[src/rtl/lsc_pkg.sv]
// ----------------------------------------------------------------------------
// Laguerre series evaluator package
// Widths, codes, state types and saturating helpers shared by the datapath.
// ----------------------------------------------------------------------------
package lsc_pkg;

   localparam int WORD_W     = 64;
   localparam int DEG_W      = 8;
   localparam int DEG_MAX    = (1 << DEG_W) - 1;
   localparam int DIVISOR_W  = DEG_W + 1;
   localparam int DIGIT_W    = 2;
   localparam int STEP_COUNT = WORD_W / DIGIT_W;
   localparam int STEP_W     = $clog2(STEP_COUNT);
   localparam int CSR_IDX_W  = 2;

   localparam logic [WORD_W-1:0] WORD_MIN = {1'b1, {(WORD_W-1){1'b0}}};
   localparam logic [WORD_W-1:0] WORD_MAX = {1'b0, {(WORD_W-1){1'b1}}};

   typedef enum logic [CSR_IDX_W-1:0] {
      CSR_EVAL_POINT    = 2'd0,
      CSR_ALPHA_PARAM   = 2'd1,
      CSR_SERIES_DEGREE = 2'd2
   } csr_index_type;

   typedef enum logic [2:0] {
      ST_IDLE,
      ST_PREP1,
      ST_PREP2,
      ST_LAUNCH,
      ST_CALC,
      ST_NEG,
      ST_SUB,
      ST_SUM
   } step_state_type;

   typedef enum logic [2:0] {
      MUL_IDLE,
      MUL_MAG,
      MUL_TRIPLE,
      MUL_RUN,
      MUL_FIN
   } mul_state_type;

   typedef enum logic [1:0] {
      DIV_IDLE,
      DIV_ADD,
      DIV_RUN,
      DIV_FIN
   } div_state_type;

   typedef struct packed {
      logic              sat;
      logic [WORD_W-1:0] value;
   } sat_word_type;

   typedef struct packed {
      logic              neg;
      logic              sat;
      logic [WORD_W-1:0] mag;
   } mul_result_type;

   // Two's complement add, clamped on overflow
   function automatic sat_word_type sat_add(input logic [WORD_W-1:0] a,
                                            input logic [WORD_W-1:0] b);
      logic [WORD_W-1:0] sum;
      sat_word_type      res;
      sum       = a + b;
      res.sat   = (a[WORD_W-1] == b[WORD_W-1]) && (sum[WORD_W-1] != a[WORD_W-1]);
      res.value = res.sat ? (a[WORD_W-1] ? WORD_MIN : WORD_MAX) : sum;
      return res;
   endfunction

   // Two's complement subtract, clamped on overflow
   function automatic sat_word_type sat_sub(input logic [WORD_W-1:0] a,
                                            input logic [WORD_W-1:0] b);
      logic [WORD_W-1:0] diff;
      sat_word_type      res;
      diff      = a - b;
      res.sat   = (a[WORD_W-1] != b[WORD_W-1]) && (diff[WORD_W-1] != a[WORD_W-1]);
      res.value = res.sat ? (a[WORD_W-1] ? WORD_MIN : WORD_MAX) : diff;
      return res;
   endfunction

endpackage

[src/rtl/lsc_serial_mul.sv]
// ----------------------------------------------------------------------------
// Serial fixed-point multiplier
// Radix-4 shift-add multiply of two signed words in sign-magnitude form. The
// rounding bias rides in the accumulator from the start; the last cycle
// drops the fraction bits and clamps the magnitude to the signed range.
// ----------------------------------------------------------------------------
module lsc_serial_mul #(
   parameter int FRAC_BITS = 32
) (
   input  logic                         clock,
   input  logic                         reset,
   input  logic                         start,
   input  logic [lsc_pkg::WORD_W-1:0]   op_a,
   input  logic [lsc_pkg::WORD_W-1:0]   op_b,
   output logic                         done,
   output lsc_pkg::mul_result_type      result
);

   localparam int W      = lsc_pkg::WORD_W;
   localparam int DW     = lsc_pkg::DIGIT_W;
   localparam int SW     = lsc_pkg::STEP_W;
   localparam int HI_W   = W + DW;
   localparam int ACC_W  = W + HI_W;
   localparam int UP_W   = ACC_W - W - FRAC_BITS;
   localparam logic [HI_W-1:0] HALF_LSB = HI_W'(1) << (FRAC_BITS - 1);
   localparam logic [SW-1:0]   LAST_STEP = SW'(lsc_pkg::STEP_COUNT - 1);

   lsc_pkg::mul_state_type  state_ff, state_in;
   logic [W-1:0]            a_ff, a_in;
   logic [W-1:0]            b_ff, b_in;
   logic                    neg_ff, neg_in;
   logic [HI_W-1:0]         triple_ff, triple_in;
   logic [ACC_W-1:0]        acc_ff, acc_in;
   logic [SW-1:0]           step_ff, step_in;
   lsc_pkg::mul_result_type res_ff, res_in;
   logic                    done_ff, done_in;

   logic [HI_W-1:0] partial;
   logic [HI_W-1:0] hi_sum;
   logic [W-1:0]    rm;
   logic            up_any;
   logic            over;

   // Sequence the phases of one product
   always_comb begin
      state_in = state_ff;
      unique case (state_ff)
         lsc_pkg::MUL_IDLE:   if (start) state_in = lsc_pkg::MUL_MAG;
         lsc_pkg::MUL_MAG:    state_in = lsc_pkg::MUL_TRIPLE;
         lsc_pkg::MUL_TRIPLE: state_in = lsc_pkg::MUL_RUN;
         lsc_pkg::MUL_RUN:    if (step_ff == '0) state_in = lsc_pkg::MUL_FIN;
         lsc_pkg::MUL_FIN:    state_in = lsc_pkg::MUL_IDLE;
         default:             state_in = lsc_pkg::MUL_IDLE;
      endcase
   end

   // Flag the result in the cycle after the final phase
   always_comb begin
      done_in = (state_ff == lsc_pkg::MUL_FIN);
   end

   // Select the partial product for the current multiplier digit
   always_comb begin
      unique case (acc_ff[DW-1:0])
         2'd0:    partial = '0;
         2'd1:    partial = {{DW{1'b0}}, a_ff};
         2'd2:    partial = {1'b0, a_ff, 1'b0};
         2'd3:    partial = triple_ff;
         default: partial = '0;
      endcase
      hi_sum = acc_ff[ACC_W-1 -: HI_W] + partial;
   end

   // Round, drop the fraction and clamp
   always_comb begin
      rm     = acc_ff[FRAC_BITS +: W];
      up_any = |acc_ff[ACC_W-1 -: UP_W];
      if (neg_ff) begin
         over = up_any | (rm[W-1] & (|rm[W-2:0]));
      end else begin
         over = up_any | rm[W-1];
      end
   end

   // Advance the datapath
   always_comb begin
      a_in      = a_ff;
      b_in      = b_ff;
      neg_in    = neg_ff;
      triple_in = triple_ff;
      acc_in    = acc_ff;
      step_in   = step_ff;
      res_in    = res_ff;
      unique case (state_ff)
         lsc_pkg::MUL_IDLE: begin
            if (start) begin
               a_in   = op_a;
               b_in   = op_b;
               neg_in = op_a[W-1] ^ op_b[W-1];
            end
         end
         lsc_pkg::MUL_MAG: begin
            a_in = a_ff[W-1] ? (~a_ff + W'(1)) : a_ff;
            b_in = b_ff[W-1] ? (~b_ff + W'(1)) : b_ff;
         end
         lsc_pkg::MUL_TRIPLE: begin
            triple_in = {{DW{1'b0}}, a_ff} + {1'b0, a_ff, 1'b0};
            acc_in    = {HALF_LSB - HI_W'(neg_ff), b_ff};
            step_in   = LAST_STEP;
         end
         lsc_pkg::MUL_RUN: begin
            acc_in  = {{DW{1'b0}}, hi_sum, acc_ff[W-1:DW]};
            step_in = step_ff - SW'(1);
         end
         lsc_pkg::MUL_FIN: begin
            res_in.neg = neg_ff;
            res_in.sat = over;
            if (over) begin
               res_in.mag = neg_ff ? lsc_pkg::WORD_MIN : lsc_pkg::WORD_MAX;
            end else begin
               res_in.mag = rm;
            end
         end
         default: begin
            acc_in = acc_ff;
         end
      endcase
   end

   // Hold control state
   always_ff @(posedge clock) begin
      if (reset) begin
         state_ff <= lsc_pkg::MUL_IDLE;
         done_ff  <= 1'b0;
      end else begin
         state_ff <= state_in;
         done_ff  <= done_in;
      end
   end

   // Hold operands and accumulator
   always_ff @(posedge clock) begin
      a_ff      <= a_in;
      b_ff      <= b_in;
      neg_ff    <= neg_in;
      triple_ff <= triple_in;
      acc_ff    <= acc_in;
      step_ff   <= step_in;
      res_ff    <= res_in;
   end

   assign done   = done_ff;
   assign result = res_ff;

endmodule

[src/rtl/lsc_serial_div.sv]
// ----------------------------------------------------------------------------
// Serial rounding divider
// Divides an unsigned word by a small divisor, rounding to nearest with ties
// away from zero. Restoring radix-4 long division: two dividend bits per
// cycle against a narrow remainder.
// ----------------------------------------------------------------------------
module lsc_serial_div (
   input  logic                            clock,
   input  logic                            reset,
   input  logic                            start,
   input  logic [lsc_pkg::WORD_W-1:0]      dividend,
   input  logic [lsc_pkg::DIVISOR_W-1:0]   divisor,
   output logic                            done,
   output logic [lsc_pkg::WORD_W-1:0]      quotient
);

   localparam int W   = lsc_pkg::WORD_W;
   localparam int DW  = lsc_pkg::DIGIT_W;
   localparam int SW  = lsc_pkg::STEP_W;
   localparam int VW  = lsc_pkg::DIVISOR_W;
   localparam int TW  = VW + DW;
   localparam logic [SW-1:0] LAST_STEP = SW'(lsc_pkg::STEP_COUNT - 1);

   lsc_pkg::div_state_type state_ff, state_in;
   logic [W-1:0]           num_ff, num_in;
   logic [VW-1:0]          dvs_ff, dvs_in;
   logic [TW-1:0]          d2_ff, d2_in;
   logic [TW-1:0]          d3_ff, d3_in;
   logic [VW-1:0]          rem_ff, rem_in;
   logic [SW-1:0]          step_ff, step_in;
   logic [W-1:0]           quot_ff, quot_in;
   logic                   done_ff, done_in;

   logic [TW-1:0] trial;
   logic [TW-1:0] d1_ext;
   logic [TW-1:0] trial_rem;
   logic [DW-1:0] qdigit;

   // Sequence the phases of one division
   always_comb begin
      state_in = state_ff;
      unique case (state_ff)
         lsc_pkg::DIV_IDLE: if (start) state_in = lsc_pkg::DIV_ADD;
         lsc_pkg::DIV_ADD:  state_in = lsc_pkg::DIV_RUN;
         lsc_pkg::DIV_RUN:  if (step_ff == '0) state_in = lsc_pkg::DIV_FIN;
         lsc_pkg::DIV_FIN:  state_in = lsc_pkg::DIV_IDLE;
         default:           state_in = lsc_pkg::DIV_IDLE;
      endcase
   end

   // Flag the quotient in the cycle after the final phase
   always_comb begin
      done_in = (state_ff == lsc_pkg::DIV_FIN);
   end

   // Pick the largest multiple of the divisor that fits
   always_comb begin
      trial  = {rem_ff, num_ff[W-1 -: DW]};
      d1_ext = {{DW{1'b0}}, dvs_ff};
      priority if (trial >= d3_ff) begin
         qdigit    = 2'd3;
         trial_rem = trial - d3_ff;
      end else if (trial >= d2_ff) begin
         qdigit    = 2'd2;
         trial_rem = trial - d2_ff;
      end else if (trial >= d1_ext) begin
         qdigit    = 2'd1;
         trial_rem = trial - d1_ext;
      end else begin
         qdigit    = 2'd0;
         trial_rem = trial;
      end
   end

   // Advance the datapath
   always_comb begin
      num_in  = num_ff;
      dvs_in  = dvs_ff;
      d2_in   = d2_ff;
      d3_in   = d3_ff;
      rem_in  = rem_ff;
      step_in = step_ff;
      quot_in = quot_ff;
      unique case (state_ff)
         lsc_pkg::DIV_IDLE: begin
            if (start) begin
               num_in = dividend;
               dvs_in = divisor;
            end
         end
         lsc_pkg::DIV_ADD: begin
            // add half the divisor so the truncating quotient rounds
            num_in  = num_ff + W'(dvs_ff >> 1);
            d2_in   = {1'b0, dvs_ff, 1'b0};
            d3_in   = {1'b0, dvs_ff, 1'b0} + {{DW{1'b0}}, dvs_ff};
            rem_in  = '0;
            step_in = LAST_STEP;
         end
         lsc_pkg::DIV_RUN: begin
            num_in  = {num_ff[W-DW-1:0], qdigit};
            rem_in  = trial_rem[VW-1:0];
            step_in = step_ff - SW'(1);
         end
         lsc_pkg::DIV_FIN: begin
            quot_in = num_ff;
         end
         default: begin
            quot_in = quot_ff;
         end
      endcase
   end

   // Hold control state
   always_ff @(posedge clock) begin
      if (reset) begin
         state_ff <= lsc_pkg::DIV_IDLE;
         done_ff  <= 1'b0;
      end else begin
         state_ff <= state_in;
         done_ff  <= done_in;
      end
   end

   // Hold dividend, remainder and quotient
   always_ff @(posedge clock) begin
      num_ff  <= num_in;
      dvs_ff  <= dvs_in;
      d2_ff   <= d2_in;
      d3_ff   <= d3_in;
      rem_ff  <= rem_in;
      step_ff <= step_in;
      quot_ff <= quot_in;
   end

   assign done     = done_ff;
   assign quotient = quot_ff;

endmodule

[src/rtl/laguerre_series_clenshaw_eval.sv]
// ----------------------------------------------------------------------------
// Generalized Laguerre series evaluator
// Clenshaw backward recurrence over a stream of Q-format coefficients.
// ----------------------------------------------------------------------------
// Usage:
//   Write eval_point (index 0), alpha_param (index 1) and series_degree
//   (index 2) on the csr_ port while idle; a degree write restarts the
//   evaluation. Then send degree+1 coefficients on req_, highest index first.
//   After the coefficient for index 0 one transaction leaves on rsp_ with
//   the series value and a flag for any saturation during the evaluation.
// Sequencing:
//   Each coefficient runs to the end before the next is accepted: the prep
//   states ST_PREP1 and ST_PREP2 and a launch, a radix-4 multiply and a
//   radix-4 divide (both terms run in parallel units), then the combine
//   states ST_NEG, ST_SUB and ST_SUM. The result is registered when the
//   last coefficient commits in ST_SUM.
// Reset and stall:
//   Reset clears the configuration and recurrence state to zero, degree
//   included, and drops any pending result. A stalled result
//   holds; the next evaluation keeps running and only its final coefficient
//   waits in the combine stage until the result register is free.
// ----------------------------------------------------------------------------
module laguerre_series_clenshaw_eval #(
   parameter int MAX_DEGREE = 255,
   parameter int FRAC_BITS  = 32
) (
   input  logic                                clock,
   input  logic                                reset,
   input  logic                                req_valid,
   output logic                                req_stall,
   input  logic signed [lsc_pkg::WORD_W-1:0]   req_coefficient,
   output logic                                rsp_valid,
   input  logic                                rsp_stall,
   output logic signed [lsc_pkg::WORD_W-1:0]   rsp_series_value,
   output logic                                rsp_overflow,
   input  logic                                csr_write_en,
   input  logic [lsc_pkg::CSR_IDX_W-1:0]       csr_index,
   input  logic [lsc_pkg::WORD_W-1:0]          csr_data
);

   localparam int W  = lsc_pkg::WORD_W;
   localparam int KW = lsc_pkg::DEG_W;
   localparam int VW = lsc_pkg::DIVISOR_W;
   localparam int DEG_CAP = (MAX_DEGREE < lsc_pkg::DEG_MAX) ? MAX_DEGREE : lsc_pkg::DEG_MAX;
   localparam logic [KW-1:0] DEG_CAP_W = KW'(DEG_CAP);

   function automatic logic [KW-1:0] start_index(input logic [KW-1:0] deg);
      return (deg > DEG_CAP_W) ? DEG_CAP_W : deg;
   endfunction

   lsc_pkg::step_state_type state_ff, state_in;

   logic [W-1:0]  eval_point_ff;
   logic [W-1:0]  alpha_param_ff;
   logic [KW-1:0] series_degree_ff;
   logic [KW-1:0] index_left_ff;
   logic [W-1:0]  prev_term_ff;
   logic [W-1:0]  prev_prev_term_ff;
   logic          sat_seen_ff;

   logic [W-1:0]  coef_ff;
   logic [W-1:0]  diff_ff;
   logic [W-1:0]  akp1_ff;
   logic [W-1:0]  beta_ff;
   logic [W-1:0]  val1_ff;
   logic [W-1:0]  val2_ff;
   logic [W-1:0]  delta_ff;
   logic          step_sat_ff;

   logic          rsp_valid_ff;
   logic [W-1:0]  rsp_value_ff;
   logic          rsp_overflow_ff;

   logic          accept;
   logic          out_free;
   logic          last_index;
   logic          unit_start;
   logic          commit;
   logic          req_stall_w;

   logic [W-1:0]  kp1_term;
   logic [W-1:0]  tk1_term;
   logic [VW-1:0] div_k1;
   logic [VW-1:0] div_k2;

   lsc_pkg::sat_word_type diff_res, akp1_res, beta_res, delta_res, y_res;

   lsc_pkg::mul_result_type mul_beta_res, mul_akp1_res;
   logic                    mul_beta_done, mul_akp1_done;
   logic [W-1:0]            quot1, quot2;
   logic                    div1_done, div2_done;

   assign accept     = req_valid && !req_stall_w;
   assign out_free   = !rsp_valid_ff || !rsp_stall;
   assign last_index = (index_left_ff == '0);

   // Step through the phases of one coefficient
   always_comb begin
      state_in = state_ff;
      unique case (state_ff)
         lsc_pkg::ST_IDLE:   if (req_valid) state_in = lsc_pkg::ST_PREP1;
         lsc_pkg::ST_PREP1:  state_in = lsc_pkg::ST_PREP2;
         lsc_pkg::ST_PREP2:  state_in = lsc_pkg::ST_LAUNCH;
         lsc_pkg::ST_LAUNCH: state_in = lsc_pkg::ST_CALC;
         lsc_pkg::ST_CALC:   if (div1_done && div2_done) state_in = lsc_pkg::ST_NEG;
         lsc_pkg::ST_NEG:    state_in = lsc_pkg::ST_SUB;
         lsc_pkg::ST_SUB:    state_in = lsc_pkg::ST_SUM;
         lsc_pkg::ST_SUM:    if (!last_index || out_free) state_in = lsc_pkg::ST_IDLE;
         default:            state_in = lsc_pkg::ST_IDLE;
      endcase
   end

   // Drive handshake and unit controls from the state
   always_comb begin
      req_stall_w = (state_ff != lsc_pkg::ST_IDLE);
      unit_start  = (state_ff == lsc_pkg::ST_LAUNCH);
      commit      = (state_ff == lsc_pkg::ST_SUM) && (!last_index || out_free);
   end

   // Form the recurrence coefficients for index k
   always_comb begin
      kp1_term  = (W'(index_left_ff) + W'(1)) << FRAC_BITS;
      tk1_term  = W'({index_left_ff, 1'b1}) << FRAC_BITS;
      div_k1    = VW'(index_left_ff) + VW'(1);
      div_k2    = VW'(index_left_ff) + VW'(2);
      diff_res  = lsc_pkg::sat_sub(alpha_param_ff, eval_point_ff);
      akp1_res  = lsc_pkg::sat_add(alpha_param_ff, kp1_term);
      beta_res  = lsc_pkg::sat_add(diff_ff, tk1_term);
      delta_res = lsc_pkg::sat_sub(val1_ff, val2_ff);
      y_res     = lsc_pkg::sat_add(delta_ff, coef_ff);
   end

   // beta * y1 and (k+1+alpha) * y2 run side by side
   lsc_serial_mul #(.FRAC_BITS(FRAC_BITS)) u_mul_beta (
      .clock  (clock),
      .reset  (reset),
      .start  (unit_start),
      .op_a   (beta_ff),
      .op_b   (prev_term_ff),
      .done   (mul_beta_done),
      .result (mul_beta_res)
   );

   lsc_serial_mul #(.FRAC_BITS(FRAC_BITS)) u_mul_akp1 (
      .clock  (clock),
      .reset  (reset),
      .start  (unit_start),
      .op_a   (akp1_ff),
      .op_b   (prev_prev_term_ff),
      .done   (mul_akp1_done),
      .result (mul_akp1_res)
   );

   // Divide each product magnitude by k+1 and k+2
   lsc_serial_div u_div_k1 (
      .clock    (clock),
      .reset    (reset),
      .start    (mul_beta_done),
      .dividend (mul_beta_res.mag),
      .divisor  (div_k1),
      .done     (div1_done),
      .quotient (quot1)
   );

   lsc_serial_div u_div_k2 (
      .clock    (clock),
      .reset    (reset),
      .start    (mul_akp1_done),
      .dividend (mul_akp1_res.mag),
      .divisor  (div_k2),
      .done     (div2_done),
      .quotient (quot2)
   );

   // Hold the state machine
   always_ff @(posedge clock) begin
      if (reset) begin
         state_ff <= lsc_pkg::ST_IDLE;
      end else begin
         state_ff <= state_in;
      end
   end

   // Hold configuration and recurrence state
   always_ff @(posedge clock) begin
      if (reset) begin
         eval_point_ff     <= '0;
         alpha_param_ff    <= '0;
         series_degree_ff  <= '0;
         index_left_ff     <= start_index('0);
         prev_term_ff      <= '0;
         prev_prev_term_ff <= '0;
         sat_seen_ff       <= 1'b0;
      end else if (csr_write_en) begin
         unique case (lsc_pkg::csr_index_type'(csr_index))
            lsc_pkg::CSR_EVAL_POINT: begin
               eval_point_ff <= csr_data;
            end
            lsc_pkg::CSR_ALPHA_PARAM: begin
               alpha_param_ff <= csr_data;
            end
            lsc_pkg::CSR_SERIES_DEGREE: begin
               series_degree_ff  <= csr_data[KW-1:0];
               index_left_ff     <= start_index(csr_data[KW-1:0]);
               prev_term_ff      <= '0;
               prev_prev_term_ff <= '0;
               sat_seen_ff       <= 1'b0;
            end
            default: begin
               sat_seen_ff <= sat_seen_ff;
            end
         endcase
      end else if (commit) begin
         if (last_index) begin
            // restart for the next evaluation
            index_left_ff     <= start_index(series_degree_ff);
            prev_term_ff      <= '0;
            prev_prev_term_ff <= '0;
            sat_seen_ff       <= 1'b0;
         end else begin
            index_left_ff     <= index_left_ff - KW'(1);
            prev_term_ff      <= y_res.value;
            prev_prev_term_ff <= prev_term_ff;
            sat_seen_ff       <= sat_seen_ff | step_sat_ff | y_res.sat;
         end
      end
   end

   // Advance the per-coefficient datapath
   always_ff @(posedge clock) begin
      if (accept) begin
         coef_ff <= req_coefficient;
      end
      unique case (state_ff)
         lsc_pkg::ST_PREP1: begin
            diff_ff     <= diff_res.value;
            akp1_ff     <= akp1_res.value;
            step_sat_ff <= diff_res.sat | akp1_res.sat;
         end
         lsc_pkg::ST_PREP2: begin
            beta_ff     <= beta_res.value;
            step_sat_ff <= step_sat_ff | beta_res.sat;
         end
         lsc_pkg::ST_NEG: begin
            val1_ff     <= mul_beta_res.neg ? (~quot1 + W'(1)) : quot1;
            val2_ff     <= mul_akp1_res.neg ? (~quot2 + W'(1)) : quot2;
            step_sat_ff <= step_sat_ff | mul_beta_res.sat | mul_akp1_res.sat;
         end
         lsc_pkg::ST_SUB: begin
            delta_ff    <= delta_res.value;
            step_sat_ff <= step_sat_ff | delta_res.sat;
         end
         default: begin
            step_sat_ff <= step_sat_ff;
         end
      endcase
   end

   // Load the result register, drop it once taken
   always_ff @(posedge clock) begin
      if (reset) begin
         rsp_valid_ff <= 1'b0;
      end else if (commit && last_index) begin
         rsp_valid_ff <= 1'b1;
      end else if (!rsp_stall) begin
         rsp_valid_ff <= 1'b0;
      end
   end

   always_ff @(posedge clock) begin
      if (commit && last_index) begin
         rsp_value_ff    <= y_res.value;
         rsp_overflow_ff <= sat_seen_ff | step_sat_ff | y_res.sat;
      end
   end

   assign req_stall        = req_stall_w;
   assign rsp_valid        = rsp_valid_ff;
   assign rsp_series_value = rsp_value_ff;
   assign rsp_overflow     = rsp_overflow_ff;

endmodule

[config.mk]
export PLATFORM = sky130hd
export DESIGN_NAME = laguerre_series_clenshaw_eval
export DESIGN_NICKNAME = d
export VERILOG_FILES = /design/src/rtl/lsc_pkg.sv /design/src/rtl/lsc_serial_mul.sv /design/src/rtl/lsc_serial_div.sv /design/src/rtl/laguerre_series_clenshaw_eval.sv
export SDC_FILE = /design/constraint.sdc
export NUM_CORES = 2
export LEC_CHECK = 0
export CAP_MARGIN = 20
export CORE_ASPECT_RATIO = 1.25
export CORE_MARGIN = 4
export CORE_UTILIZATION = 59
export CTS_CLUSTER_DIAMETER = 60
export DETAILED_ROUTE_END_ITERATION = 10
export DONT_BUFFER_PORTS = 1
export GPL_TIMING_DRIVEN = 0
export HOLD_SLACK_MARGIN = 0.12
export PLACE_DENSITY = 0.82
export SLEW_MARGIN = 20
export SYNTH_ARGS = -nofsm -noshare
export SYNTH_HDL_FRONTEND = slang
export SYNTH_HIERARCHICAL = 1
export SYNTH_SLANG_ARGS = --single-unit
export TNS_END_PERCENT = 10
[constraint.sdc]
create_clock -name clock -period 11.3 [get_ports clock]
set_input_delay 1.695 -clock clock [delete_from_list [all_inputs] [get_ports clock]]
set_output_delay 1.695 -clock clock [all_outputs]
set_load 0.1 [all_outputs]
==> flow_metrics.tcl <==
set metrics [dict create \
    status "completed" \
    hold_path_end "eval_point_ff[37]$_SDFFE_PP0P_" \
    dpl.hpwl_mm 318.4 \
    dr.pass1.iters 9 \
    cp_slowest_cell "nor2_1" \
    p_leak_nw 48.46 \
    timing.rr.end "prev_term_ff[60]$_SDFFE_PP0P_" \
    first_iter_violations 10500 \
    post-place-ws_ns 3.542 \
    syn2layout_area_growth_pct 9.712 \
    worstHoldStart "eval_point_ff[37]$_SDFFE_PP0P_" \
    final_area_mm2 0.1295 \
    die-area_mm2 0.2073 \
    start_util_pct 59.31 \
    wl_mm 402.6 \
    cp-startpoint "delta_ff[40]$_DFFE_PP_" \
    layout-drive-gt1-share_pct 4.604 \
    cts_made_buffers 199 \
    die_h_um 508.0 \
    cpPeakStageDelay_ns 0.79 \
    cts-root-buf "clkbuf_16" \
    crit_chain "ha_1, clkbuf_1, a21oi_1, o21ai_0, nor3_1, a22oi_1, a211oi_2, o221ai_1, a41oi_1, o21ai_1, nand3_1, nand2_1, fa_1, clkbuf_1, nand2_1, o21ai_1, nor2_1, and3_1, mux2i_1, a21oi_1" \
    postCtsSetupBuffers 0 \
    vias 98980 \
    cp-start-kind "register" \
    place_area_mm2 0.1225 \
    maxCapViolations 0 \
    cts_tree "yes" \
    cts-hold-fix-buffers 0 \
    fin_ws_ns 3.192 \
    rsz0062_at_grt "false" \
    power_w 0.02044 \
    place.gp.congestion 1.197 \
    track_usage_pct 37.63 \
    ios 202 \
    cp.arrival_ns 8.82 \
    synth_warnings 6 \
    synth_seq_area_share_pct 46.72 \
    powerDensity_mw_per_mm2 157.8 \
    skew_ns 0.05006 \
    route.detailed.drc 0 \
    synth_area_per_cell_um2 9.740 \
    setup_viol 0 \
    synthesis.nets 12980 \
    io_buffers 0 \
    clk_pin_slew_worst_paths_ns 0.06 \
    core_mm2 0.1990 \
    drv_slew 0 \
    overflow 0 \
    crit_fanout 10 \
    fill_cells 15600 \
    antenna_left 0 \
    required_ns 12.01 \
    insertion_delay_ns 0.90 \
    post_cts_resized 0 \
    antenna_found_initial 36 \
    instances_no_fill 15170 \
    h-tree-depth 4 \
    regArea_mm2 0.05513 \
    maxSlewHeadroom_pct 17.50 \
    async_flop_share_pct 0 \
    path_class "register to register" \
    tightest_slew_ns 1.229 \
    fp.dieW_um 408.0 \
    synth-edff-count 1642 \
    peakVddDrop_uv 217.0 \
    hold_viol 0 \
    syn_inst 12120 \
    fmax_mhz 123.3 \
    critPathBufInv 2 \
    rr_worst_depth 20 \
    fin_hold_ws_ns 0.4574 \
    vias_per_cell 6.526 \
    timing.rr.start "delta_ff[40]$_DFFE_PP_" \
    finalCritPeriodShare_pct 71.75 \
    hp-class "register to register" \
    syn-cell-area_mm2 0.1180 \
    period_needed_ns 8.108 \
    grt_pass1_vias 96300 \
    grt_max_degree 94 \
    synth_cell_type_count 113 \
    ys.flop_type "edfxtp_1" \
    holdPathStages 2 \
    num_rows 183 \
    wl_per_cell_um 26.54 \
    synth_seq_cells 1933 \
    cts_buffer_depth 3 \
    regToRegSetupSlack_ns 3.19 \
    crit_path_end_kind "register" \
    critPathTopFamily "compound AO/OA/AOI/OAI gates" \
    multi_input_area_mm2 0.05857 \
    final_nets 13250 \
    grt_first_pass_wirelength_mm 591.7 \
    placedCellCount 14770 \
    cts.sink_count 1933 \
]
## cells by family after synthesis
| family | count (synthesis) | synth area share (%) |
|---|---|---|
| multiplexers | 34 | 0.2937 |
| XOR/XNOR | 969 | 7.191 |
| buffers and inverters | 1182 | 3.792 |
| flip-flops | 1933 | 46.72 |
| AND/OR/NAND/NOR | 3983 | 16.08 |
| adder cells (fa/ha/maj) | 730 | 7.879 |
| AO/OA/AOI/OAI | 3286 | 18.04 |
## how the worst max path moves through the flow
stage	end	slack, ns	cells past startpoint
2_1_floorplan	akp1_ff[0]$_DFFE_PP_	0.65	2
3_3_place_gp	u_mul_akp1/acc_ff[118]$_SDFFCE_PN0N_	-3.86	6
3_5_place_dp	prev_term_ff[47]$_SDFFE_PP0P_	3.54	19
4_1_cts	prev_term_ff[47]$_SDFFE_PP0P_	3.55	19
5_1_grt	prev_term_ff[47]$_SDFFE_PP0P_	3.17	19
6_report	prev_term_ff[60]$_SDFFE_PP0P_	3.19	20
## routing by layer
metal | GRT usage, % | vias to the layer above | share of wire (%)
met5 | 0 | - | 0.052
met4 | 30.90 | 28 | 9.8
met3 | 8.736 | 1600 | 8.7
met2 | 63.79 | 5226 | 48
met1 | 40.12 | 47230 | 34
li1 | - | 44900 | -
## placed cells by master, fill, tap and decap left out, types with 37 or more instances in the layout
master,n
o21ai_0,891
nor4_1,100
inv_1,558
o211ai_1,39
nor2b_1,126
nand2_1,1698
a22o_1,327
o21bai_1,111
clkbuf_16,210
o31ai_1,97
nand3_1,358
a21o_1,285
and3_1,89
a22oi_1,106
xor2_1,341
dfxtp_1,290
buf_1,48
a31oi_1,57
or3_1,87
or4_1,44
nand4_1,212
o21a_1,73
a21oi_1,818
and4_1,37
nor3_1,160
ha_1,706
xnor2_1,628
a211oi_1,73
edfxtp_1,1642
clkbuf_1,570
nor2_1,655
nand2b_1,171
and2_1,70
## cells in the mapped netlist (all sizes together), types with 131 or more instances
library cell,number,area (µm²)
nand2,1698,6374
edfxtp,1642,49310
o21ai,925,4641
a21oi,821,4116
ha,708,8859
nor2,664,2505
xnor2,628,5500
inv,559,2098
clkbuf,550,2066
nand3,360,1812
xor2,341,2987
a22o,327,2864
dfxtp,291,5826
a21o,285,2140
nand4,214,1369
nand2b,172,1084
nor3,163,830.8
nor2b,131,827.0
## worst reg2reg max path: stages, from the launching register on
cell and delay [ns]:
edfxtp_1 0.46, ha_1 0.31, clkbuf_1 0.46, a21oi_1 0.22, o21ai_0 0.73, nor3_1 0.15, a22oi_1 0.45, a211oi_2 0.23
o221ai_1 0.54, a41oi_1 0.31, o21ai_1 0.71, nand3_1 0.15, nand2_1 0.33, fa_1 0.48, clkbuf_1 0.19, nand2_1 0.14
o21ai_1 0.40, nor2_1 0.79, and3_1 0.26, mux2i_1 0.08, a21oi_1 0.55
## through the flow
step	utilization [%]	setup TNS [ns]
2_1_floorplan	-	0
3_3_place_gp	60.94	-1427.67
3_5_place_dp	61.55	0
4_1_cts	65.03	0
5_1_grt	65.05	0
6_report	65.07	0
## layout make-up
cell class,instances,share of cell area (%)
inverters,561,1.630
flip-flops and latches,1933,42.58
clock buffers,258,4.314
diodes,23,0.04445
plain buffers,621,1.844
well taps,2590,2.503
repair buffers,64,0.8224
clock inverters,115,1.022
multi-input cells,9002,45.24
## flip-flops by register name (all words and copies together) (netlist names), 66 cells and up
signal,cells
u_mul_beta/result,66
u_mul_akp1/triple_ff,66
u_mul_beta/acc_ff,128
u_mul_beta/triple_ff,66
u_mul_akp1/result,66
u_mul_akp1/acc_ff,128
## where the power goes
group	leakage [nW]	internal (W)	switching (W)	total [W]
Sequential	17.3	0.00846	0.000518	0.00898
Combinational	27.8	0.00159	0.00295	0.00454
Clock	3.37	0.00393	0.00299	0.00692
Total	48.5	0.0140	0.00646	0.0204
No activity file was read; power rests on OpenSTA's default activity.
